`src/rtl/core/assert_macros.svh`:
```
// Assertion macros shared by the queue RTL.
// No dependencies; files that check their logic include this header.
`ifndef ASSERT_MACROS_SVH
`define ASSERT_MACROS_SVH

`ifndef NO_ASSERTIONS
// Property must hold at every clock edge outside reset.
`define CSPQ_ASSERT(name, clk, rst_n, prop) \
  name: assert property (@(posedge clk) disable iff (!rst_n) (prop)) \
    else $error("queue assertion failed");
// Condition must never be seen at a clock edge outside reset.
`define CSPQ_ASSERT_NEVER(name, clk, rst_n, prop) \
  name: assert property (@(posedge clk) disable iff (!rst_n) !(prop)) \
    else $error("queue forbidden condition seen");
`else
`define CSPQ_ASSERT(name, clk, rst_n, prop)
`define CSPQ_ASSERT_NEVER(name, clk, rst_n, prop)
`endif

`endif

```
`src/rtl/core/cspq_pkg.sv`:
```
// Shared types, codes and helpers of the coalescing sorted priority queue.
// No dependencies; used by cspq_cell and the top level.
`default_nettype none

package cspq_pkg;

  localparam int CAPACITY_DEF = 16;

  localparam int OP_W   = 2;
  localparam int KEY_W  = 32;
  localparam int AMT_W  = 32;
  localparam int TAG_W  = 16;
  localparam int ST_W   = 2;
  localparam int FILL_W = 5;

  localparam logic [OP_W-1:0] OP_PUSH = 2'd0;
  localparam logic [OP_W-1:0] OP_POP  = 2'd1;
  localparam logic [OP_W-1:0] OP_PEEK = 2'd2;

  localparam logic [ST_W-1:0] ST_OK     = 2'd0;
  localparam logic [ST_W-1:0] ST_MERGED = 2'd1;
  localparam logic [ST_W-1:0] ST_EMPTY  = 2'd2;
  localparam logic [ST_W-1:0] ST_FULL   = 2'd3;

  typedef struct packed {
    logic [KEY_W-1:0] key;
    logic [AMT_W-1:0] amount;
    logic [TAG_W-1:0] tag;
  } entry_t;

  // Broadcast command to every cell, at most one bit set.
  typedef struct packed {
    logic insert;
    logic merge;
    logic pop;
  } ctrl_t;

  function automatic logic [AMT_W-1:0] sat_add(input logic [AMT_W-1:0] a,
                                               input logic [AMT_W-1:0] b);
    logic [AMT_W:0] sum;
    sum = {1'b0, a} + {1'b0, b};
    return sum[AMT_W] ? {AMT_W{1'b1}} : sum[AMT_W-1:0];
  endfunction

endpackage

`default_nettype wire

```
`src/rtl/core/cspq_cell.sv`:
```
// One slot of the sorted shift-register queue.
// Depends on cspq_pkg; instantiated in a chain by the top level.
`default_nettype none

module cspq_cell import cspq_pkg::*; (
  input  wire logic   clk_i,
  input  wire logic   rst_ni,
  input  wire ctrl_t  ctrl_i,
  input  wire entry_t in_entry_i,
  input  wire logic   left_valid_i,
  input  wire entry_t left_entry_i,
  input  wire logic   left_lt_i,
  input  wire logic   right_valid_i,
  input  wire entry_t right_entry_i,
  output logic        valid_o,
  output entry_t      entry_o,
  output logic        lt_o,
  output logic        eq_o
);

  logic   valid_q, valid_d;
  entry_t entry_q, entry_d;

  assign lt_o = valid_q && (entry_q.key < in_entry_i.key);
  assign eq_o = valid_q && (entry_q.key == in_entry_i.key);

  always_comb begin
    valid_d = valid_q;
    entry_d = entry_q;
    if (ctrl_i.merge && eq_o) begin
      entry_d.amount = sat_add(entry_q.amount, in_entry_i.amount);
    end else if (ctrl_i.insert && !lt_o) begin
      // first slot not below the key takes the new item, the rest move tailward
      if (left_lt_i) begin
        valid_d = 1'b1;
        entry_d = in_entry_i;
      end else begin
        valid_d = left_valid_i;
        entry_d = left_entry_i;
      end
    end else if (ctrl_i.pop) begin
      valid_d = right_valid_i;
      entry_d = right_entry_i;
    end
  end

  always_ff @(posedge clk_i or negedge rst_ni) begin
    if (!rst_ni) begin
      valid_q <= 1'b0;
    end else begin
      valid_q <= valid_d;
    end
  end

  always_ff @(posedge clk_i) begin
    entry_q <= entry_d;
  end

  assign valid_o = valid_q;
  assign entry_o = entry_q;

endmodule

`default_nettype wire

```
`config.mk`:
```
export PLATFORM = sky130hd
export DESIGN_NAME = cspq_cell
export DESIGN_NICKNAME = d
export VERILOG_FILES = /design/src/rtl/core/assert_macros.svh /design/src/rtl/core/cspq_pkg.sv /design/src/rtl/core/cspq_cell.sv
export SDC_FILE = /design/constraint.sdc
export NUM_CORES = 1
export LEC_CHECK = 0
export BUFFER_PORTS_ARGS = -buffer_cell sky130_fd_sc_hd__buf_2
export CORE_MARGIN = 1.5
export CORE_UTILIZATION = 45
export CTS_CLUSTER_SIZE = 24
export DETAILED_ROUTE_END_ITERATION = 10
export PLACE_DENSITY = 0.78
export SLEW_MARGIN = 20
export SYNTH_ARGS = -nofsm -noshare
export SYNTH_HDL_FRONTEND = slang
export SYNTH_SLANG_ARGS = --single-unit
```
`constraint.sdc`:
```
create_clock -name clk_i -period 4.2 [get_ports clk_i]
set_clock_uncertainty 0.2 [all_clocks]
set_input_delay 0.21 -clock clk_i [delete_from_list [all_inputs] [get_ports clk_i]]
set_output_delay 0.21 -clock clk_i [all_outputs]
set_load 0.01 [all_outputs]
```
==> metrics, run 1 <==
outcome=finished with violations; failing checks=negative hold slack; Placed Area=8900 µm²; endpoints failing setup=0; Yosys cell types=62; grt ovf=0; Net Sw Power=~1.3 mW; CP max stage delay=~0.66 ns; Final Hold Vio Count=1; Die Wd=between 100 and 150 µm; hold slack=-0.000206 ns; Synth area leader=edfxtp_1; post-cts sizing count=0; Final min period=3.71 ns; Placeable Area=15300 µm²; Worst Hold Class=input port to flop; Int Power=approximately 2.2 mW; diode count=0; hpwl dp=17300 µm; top_reg_cell synth=edfxtp_1; TNS Setup=0 ns; CTS HTree Levels=3; Ports=331; CTS Hold Bufs=32; top post-synthesis cells by area=edfxtp_1, ha_1, mux2i_1, a21oi_1, o21ai_0; worst-path maximum fanout=14; syn nets=1095; FMAX=269 MHz; num rows=45; Final nets=~1400; worst path cell trace=ha_1 > fa_1 > a211oi_1 > o211ai_1 > and3_1 > o21ai_2 > a31oi_1 > a2111o_1 > buf_4 > nor2_1 > a21oi_1; CP Buf/Inv Count=1; Total GRT Usage=between 20 and 30%; largest net degree at the start of global routing=just over 60; TritonCTS clock tree=built; die height=128 µm; pwr dens=368 nW/µm²; Detailed Route Iter0 Violations=432; slew margin rel.=31.8%; PnR worst setup slack=around 0.5 ns; die area=16400 µm²; layout cells sized above 1=33.3%; Worst setup SP type=flop; first-pass GRT wire length=about 35000 µm; clock sinks=81; delay-heaviest family, CP=compound AO/OA/AOI/OAI gates; filler cell count=1300; total CTS buffers=9; sequential share of the synthesized area=34.5%; worst-margin pin slew=between 1 and 1.5 ns; clk slew on worst S/H paths=0.06 ns; CP required=~4.1 ns; Switching Fraction=36.6%; initial core utilization=46.1%; Mapped Cells=about 780; root buf cell=clkbuf_16; Max-Cap Viols=0; later-pin clock latency in the skew report=0.35 ns; Power Total=3.50 mW; Max stage delay cell, worst path=a2111o_1; ys async rst share=roughly 1.2%; Setup crit end kind=flop; drt total wl=23000 µm; EDFF count, synth=80; Logic pwr share=43.9%; Finished Cell Area=9510 µm²; Ys Warns=0; vias in the first global route=7349; utilization after layout=62.3%; RSZ-0062 raised after global routing=false; Slew Limit Fails=0; Yosys reg bits=81; initial antenna violation count=0; dpl cells=between 1000 and 1500; routed length per instance=17.1 µm; top cell type's share of synthesized area=34.1%; dpl ws=0.506 ns; Setup CP Type=flop to flop; WP data arrival=3.60 ns; remaining antenna violation count=0; Reg power frac=33.3%; GP Congestion=0.903; Post-Syn Area=7040 µm²; Port-buffer cells=330; final std cells w/o fill=~1300; DR vias/cell=5.51; Avg Cell Area, Syn=between 8 and 9 µm²; Area growth, synth to finish=35.2%; VDD IR max=0.286 mV; Multi-input gate area=4300 µm²; vias=7400; post-CTS setup buffers=0; part of the cycle the worst path needs=about nine tenths; clock share of power=22.7%; DRC violations left=0; Reg area=2430 µm²; Bufs on Longest Clock Path=2; drt first pass iters=5; Leakage Power=between 4 and 5 nW
## cells in the mapped netlist, types with 3 or more instances
cell type,number
o211ai_1,4
inv_1,45
nand3_1,15
xnor2_1,14
mux2i_1,77
nor2_1,85
a22oi_1,3
o31ai_1,3
or3_1,3
nand4_1,15
buf_2,3
nor2b_1,7
nand2_1,25
nor3_1,8
o21a_1,5
nor4_1,4
a21oi_1,109
o21ai_0,75
a211o_1,3
or2_2,3
a21boi_0,4
mux2_2,7
xor2_1,6
a2bb2oi_1,3
clkbuf_1,32
ha_1,64
and3_1,5
edfxtp_1,80
a31oi_1,5
a21o_1,27
## kinds of logic (layout without fill, tap and decap cells)
| logic type | count (synthesis) | count (layout) | share of synthesized area, % |
|---|---|---|---|
| DFF | 81 | 81 | 34.5 |
| xor gates and xnor gates | 20 | 20 | 2.49 |
| buffers and inverters | 83 | 433 | 4.59 |
| and+or+nand+nor | 179 | 179 | 11.7 |
| adders and majority gates | 65 | 65 | 11.7 |
| muxes | 84 | 84 | 12.1 |
| AOI/OAI and AO/OA | 270 | 270 | 23.0 |
## path summary, 6_finish.rpt
path	startpoint	end	slack (ns)	depth (start not counted)
worst min register to register	valid_o	valid_o	0.47	1
worst max-delay path	entry_o[16]	entry_o[24]	0.49	11
max in group asynchronous	rst_ni	valid_o	3.20	3
worst min-delay path	right_entry_i[3]	entry_o[3]	-0.0002	3
worst max register to register	entry_o[16]	entry_o[24]	0.49	11
min in group asynchronous	rst_ni	valid_o	0.49	3
## flip-flops by register name, summed over array words and instances (netlist names)
name     cells
entry_o     80
valid_o      1
## layout make-up
cell class	count	area share, %
multi-input cells	618	45.2
flip-flops and latches	81	25.5
repair buffers	372	21.7
well taps	211	2.78
clock buffers	11	2.45
inverters	45	1.78
clock inverters	5	0.592
## layer usage
layer / up-vias / track usage (%) / part of all wire [%]
li1: 3609 / - / -
met5: - / 0 / 0
met1: 3418 / 29.9 / 38
met4: 0 / 9.98 / 2.6
met2: 334 / 51.5 / 51
met3: 39 / 6.97 / 8.4
## power groups by stage
| stage | Combinational, mW | Clock, mW | Sequential [mW] |
|---|---|---|---|
| after global placement | 1.47 | 0 | 1.17 |
| final | 1.54 | 0.796 | 1.17 |
| after floorplan | 0.911 | 0 | 1.25 |
| after detailed placement | 1.49 | 0 | 1.18 |
| after CTS | 1.52 | 0.806 | 1.17 |
| after global routing | 1.70 | 0.828 | 1.19 |
## cell usage in the layout (no fill, tap or decap), drive strengths merged, types with 4 or more instances in the layout
cell	instances
nand3	15
ha	64
and3	5
nor3	8
nor4	4
buf	340
mux2i	77
mux2	7
o211ai	4
dlygate4sd3	32
clkbuf	11
nand4	15
a21oi	111
o21ai	78
nor2	85
nand2	25
a31oi	5
xor2	6
xnor2	14
a21o	27
nor2b	7
a21boi	5
edfxtp	80
o21a	5
inv	45
## worst reg2reg max path: cells and delay by family, from the launching register on
kind / cells / cell delay (ns)
AOI/OAI and AO/OA: 6 / 1.51
DFF: 1 / 0.40
buffers and inverters: 1 / 0.31
adders and majority gates: 2 / 0.67
and+or+nand+nor: 2 / 0.36
Power figures use the tool's default switching activity.
==> run 2: changes to the inputs <==
Settings changed: CORE_MARGIN 1.5 to 10.
Clock period 4.2 ns to 4.7 ns, I/O delays scaled along.
==> run 2 against run 1 <==
  * The flow now finishes without violations
  * Critical path depth shrank 1
  * Routed wire length grew 8.9%
  * Final cell count shrank 2.2%
  * Design area shrank 3.1%
  * Clock-buffer cell count shrank 2
  * Non-clock buffer count shrank 29
  * Die area grew 28%
  * Clock power shrank 16%
  * Combinational power shrank 12%
  * Power shrank 13%
  * Core utilization shrank 2.0 points
  * Worst setup slack gained 0.40 ns
  * Largest cell class unchanged
==> metrics, run 2 (synthesis gave the netlist of run 1 again) <==
TritonCTS clock tree=built; largest net degree at the start of global routing=128; remaining antenna violation count=0; CTS Hold Bufs=7; GP Congestion=0.890; final std cells w/o fill=1314; RSZ-0062 raised after global routing=false; WP data arrival=between 3 and 4 ns; Placeable Area=15300 µm²; pwr dens=between 300 and 400 nW/µm²; clock sinks=~80; Detailed Route Iter0 Violations=428; dpl cells=1291; delay-heaviest family, CP=compound AO/OA/AOI/OAI gates; CP Buf/Inv Count=0; drt first pass iters=5; routed length per instance=about 19 µm; reg-to-reg endpoint=entry_o[31]; Critical Path Sink=entry_o[31]; worst-margin pin slew=1.01 ns; Reg power frac=about a third; Max-Cap Viols=0; Worst Hold Class=input port to async pin; worst r2r path cells=10; FMAX=about 260 MHz; DR vias/cell=5.48; CP required=4.59 ns; DRC violations left=0; Total GRT Usage=22.3%; Area growth, synth to finish=31.0%; Port-buffer cells=330; post-cts sizing count=0; Setup CP Type=flop to flop; Setup crit end kind=flop; outcome=complete, no violations; reg-to-reg startpoint=entry_o[16]; initial antenna violation count=4; Reg area=between 2000 and 2500 µm²; worst-path maximum fanout=26; post-CTS setup buffers=0; Ports=331; Final Hold Vio Count=0; Net Sw Power=approximately 1.1 mW; CTS HTree Levels=3; clk slew on worst S/H paths=0.06 ns; Final nets=roughly 1400; Bufs on Longest Clock Path=2; worst setup path startpoint=entry_o[16]; die height=145 µm; Final min period=3.82 ns; initial core utilization=46.1%; TNS Setup=0 ns; hpwl dp=19900 µm; Worst R2R Setup Slack=0.88 ns; part of the cycle the worst path needs=81.2%; Slew Limit Fails=0; VDD IR max=0.289 mV; Multi-input gate area=4300 µm²; total CTS buffers=9; Switching Fraction=a little under two fifths; endpoints failing setup=0; worst path cell trace=ha_1 > fa_1 > a211oi_1 > o211ai_1 > and3_1 > o21ai_2 > a31oi_1 > a2111o_1 > nor4_1 > a21oi_1; Leakage Power=4.47 nW; Die Wd=145 µm; Int Power=about 1.9 mW; most common cell after layout, fill and taps aside=buf_2; die area=21000 µm²; CP max stage delay=0.79 ns; clock share of power=a little over a fifth; filler cell count=1388; layout cells sized above 1=between 30 and 40%; CP Depth=10; vias=slightly above 7000; num rows=45; first-pass GRT wire length=38500 µm; grt ovf=0; Logic pwr share=44.1%; Max stage delay cell, worst path=a2111o_1; Worst setup SP type=flop; slew margin rel.=32.5%; vias in the first global route=~7200; root buf cell=clkbuf_16; drt total wl=25100 µm; max FFs per register=80; later-pin clock latency in the skew report=roughly 0.35 ns; most frequent cells in the layout=buf_2, a21oi_1, nor2_1
[run 2: worst reg2reg max path: stages (launching register included)]
cell and delay [ns]:
edfxtp_1 0.40, ha_1 0.23, fa_1 0.43, a211oi_1 0.30, o211ai_1 0.18, and3_1 0.23
o21ai_2 0.19, a31oi_1 0.15, a2111o_1 0.79, nor4_1 0.40, a21oi_1 0.07
[run 2: how the worst min path moves through the flow]
stage	from	to	slack, ns	depth (start not counted)
floorplan	rst_ni	valid_o	-0.26	0
global placement	rst_ni	valid_o	-0.19	1
detailed placement	rst_ni	valid_o	-0.19	1
CTS	right_entry_i[15]	entry_o[15]	0.0005	3
global route	right_entry_i[57]	entry_o[57]	0.01	3
finish	rst_ni	valid_o	0.01	2
[run 2: cell type report]
| type | count | area share (%) |
|---|---|---|
| repair buffers | 343 | 19.3 |
| clock inverters | 6 | 0.475 |
| multi-input cells | 618 | 46.7 |
| inverters | 45 | 1.83 |
| flip-flops and latches | 81 | 26.3 |
| well taps | 211 | 2.86 |
| clock buffers | 9 | 2.44 |
| diodes | 1 | 0.0272 |
[run 2: power groups by stage]
stage / clock [mW] / sequential (mW) / combinational [mW]
after floorplan: 0 / 1.11 / 0.814
after global placement: 0 / 1.05 / 1.32
after detailed placement: 0 / 1.06 / 1.34
after CTS: 0.682 / 1.04 / 1.35
after global routing: 0.709 / 1.06 / 1.50
final: 0.667 / 1.04 / 1.35
[run 2: routing by layer]
| metal | global-route usage (%) | wire, µm |
|---|---|---|
| met2 | 39.9 | 12800 |
| met3 | 9.13 | 2570 |
| met1 | 23.8 | 9310 |
| met4 | 5.21 | 366 |
| met5 | 0 | 28 |
[run 2: per-stage QoR]
step                area (µm²)  util (%)  total power [mW]  hold slack (ns)  setup WS (ns)
global placement          8870      58.1              2.36           -0.189          0.978
detailed placement        8870      58.1              2.40           -0.185          0.864
CTS                       9210      60.4              3.08         0.000519          0.849
floorplan                 7040         -              1.93           -0.261           1.17
finish                    9220      60.4              3.06           0.0124          0.883
global route              9220      60.4              3.27           0.0114          0.698
==> run 3: changes to the inputs <==
Clock period 4.7 ns to 3.7 ns, I/O delays scaled along.
==> run 3 against run 2 <==
  * Routed wire length rose by 7.4%
  * Clock power rose by 48%
  * Worst setup slack got worse by 0.70 ns
  * Critical path type unchanged
  * Via count rose by 5.5%
==> metrics, run 3 (synthesis gave the netlist of run 1 again) <==
outcome=complete, no violations; TritonCTS clock tree=built; remaining antenna violation count=0; Total GRT Usage=24.0%; RSZ-0062 raised after global routing=false; Max-Cap Viols=0; endpoints failing setup=0; initial antenna violation count=1; Leakage Power=4.69 nW; die height=145 µm; die area=21000 µm²; largest net degree at the start of global routing=roughly 130; later-pin clock latency in the skew report=0.35 ns; grt ovf=0; worst-margin pin slew=1.11 ns; Final min period=3.52 ns; num rows=45; met2 Use GR=43.2%; Hold Startpoint=right_entry_i[70]; PnR worst setup slack=between 0.15 and 0.2 ns; most common cell after layout, fill and taps aside=buf_2; slew margin rel.=between 20% and 30%; vias in the first global route=7894; Worst setup SP type=flop; Bufs on Longest Clock Path=2; Ports=331; DRC violations left=0; part of the cycle the worst path needs=95.2%; VDD IR max=between 0.2 and 0.25 mV; hpwl dp=around 20000 µm; first-pass GRT wire length=41200 µm; Max stage delay cell, worst path=a2111o_2; total CTS buffers=9; Slew Limit Fails=0; Setup crit end kind=flop; GP Congestion=~0.91; root buf cell=clkbuf_16; WP data arrival=3.41 ns; drt total wl=26900 µm; CP required=3.58 ns; Die Wd=145 µm; Worst Hold Class=input port to flop; grt met3 use=roughly 7.6%; Placeable Area=about 15000 µm²; reg-to-reg startpoint=entry_o[16]; TNS Setup=0 ns; drt first pass iters=5; clk slew on worst S/H paths=around 0.07 ns; GR Layer Usage met1=25.5%; most frequent cells in the layout=buf_2, a21oi_1, nor2_1; gr busiest metal=met2; pwr dens=422 nW/µm²; FMAX=284 MHz; Detailed Route Iter0 Violations=~420; Setup CP Type=flop to flop; max FFs per register=80; worst setup path startpoint=entry_o[16]; routed length per instance=19.8 µm; CP max stage delay=0.62 ns; Final nets=1458; Area growth, synth to finish=38.0%; dpl ws=0.0627 ns; DR vias/cell=approximately 5.6; layout cells sized above 1=33.5%; Power Total=4.10 mW; initial core utilization=46.1%; Final Hold Vio Count=0; worst path cell trace=ha_1 > fa_2 > a211oi_2 > o211ai_1 > and3_1 > o21ai_2 > a31oi_1 > a2111o_2 > buf_4 > a2111oi_2 > a21oi_1; CTS HTree Levels=3; clock sinks=81; vias=7593; Port-buffer cells=330; worst-path maximum fanout=7
==> run 3: worst max-delay path, delay by kind of cell (launching register included) <==
family / cells / cell delay (ns)
fa+ha+maj: 2 / 0.60
simple gates: 1 / 0.23
flops: 1 / 0.39
compound gates: 7 / 1.63
buf+inv: 1 / 0.18
==> run 3: path summary, 6_finish.rpt <==
| check | endpoint | slack, ns | cells after the start |
|---|---|---|---|
| max | entry_o[35] | 0.18 | 11 |
| min | entry_o[70] | 0.007 | 3 |
| max reg2reg | entry_o[35] | 0.18 | 11 |
| min reg2reg | valid_o | 0.44 | 1 |
| max in group asynchronous | valid_o | 2.71 | 3 |
| min in group asynchronous | valid_o | 0.49 | 3 |
==> run 3: layer usage <==
metal / vias to the layer above / part of all wire (%)
met5: - / 0
met4: 0 / 2.9
met3: 52 / 9.4
met2: 345 / 51
met1: 3551 / 37
li1: 3645 / -
==> run 3: layout make-up <==
| cell class | instances | area (µm²) |
|---|---|---|
| multi-input combinational | 618 | 4310 |
| antenna | 1 | 2.50 |
| fill | 1275 | 5550 |
| clock buffer | 11 | 233 |
| sequential | 81 | 2430 |
| tap | 211 | 264 |
| inverter | 45 | 169 |
| clock inverter | 5 | 81.3 |
| timing repair buffer | 390 | 2220 |
==> run 3: per-stage QoR <==
step / cell area, µm² / hold slack (ns) / cells / utilization [%]
finish: 9710 / 0.00723 / 1362 / 63.6
global route: 9710 / 0.0188 / 1362 / 63.6
CTS: 9680 / 0.000759 / 1358 / 63.4
detailed placement: 8920 / -0.240 / 1298 / 58.5
global placement: 8920 / -0.239 / 1298 / 58.5
floorplan: 7040 / -0.311 / 782 / -
==> run 3: what timing repair did <==
item                                   4_1_cts  5_1_grt
setup buffers                                0        3
hold buffers                                44        0
setup endpoints to repair                    0       19
gates resized for setup                      0        3
endpoints found under the hold margin       40        0
==> run 3: where the power goes <==
| part | internal, mW | switching (mW) | leakage (nW) |
|---|---|---|---|
| combinational | 0.776 | 1.01 | 3.74 |
| clock | 0.593 | 0.392 | 0.150 |
| sequential | 1.24 | 0.0875 | 0.803 |
| total | 2.61 | 1.49 | 4.69 |
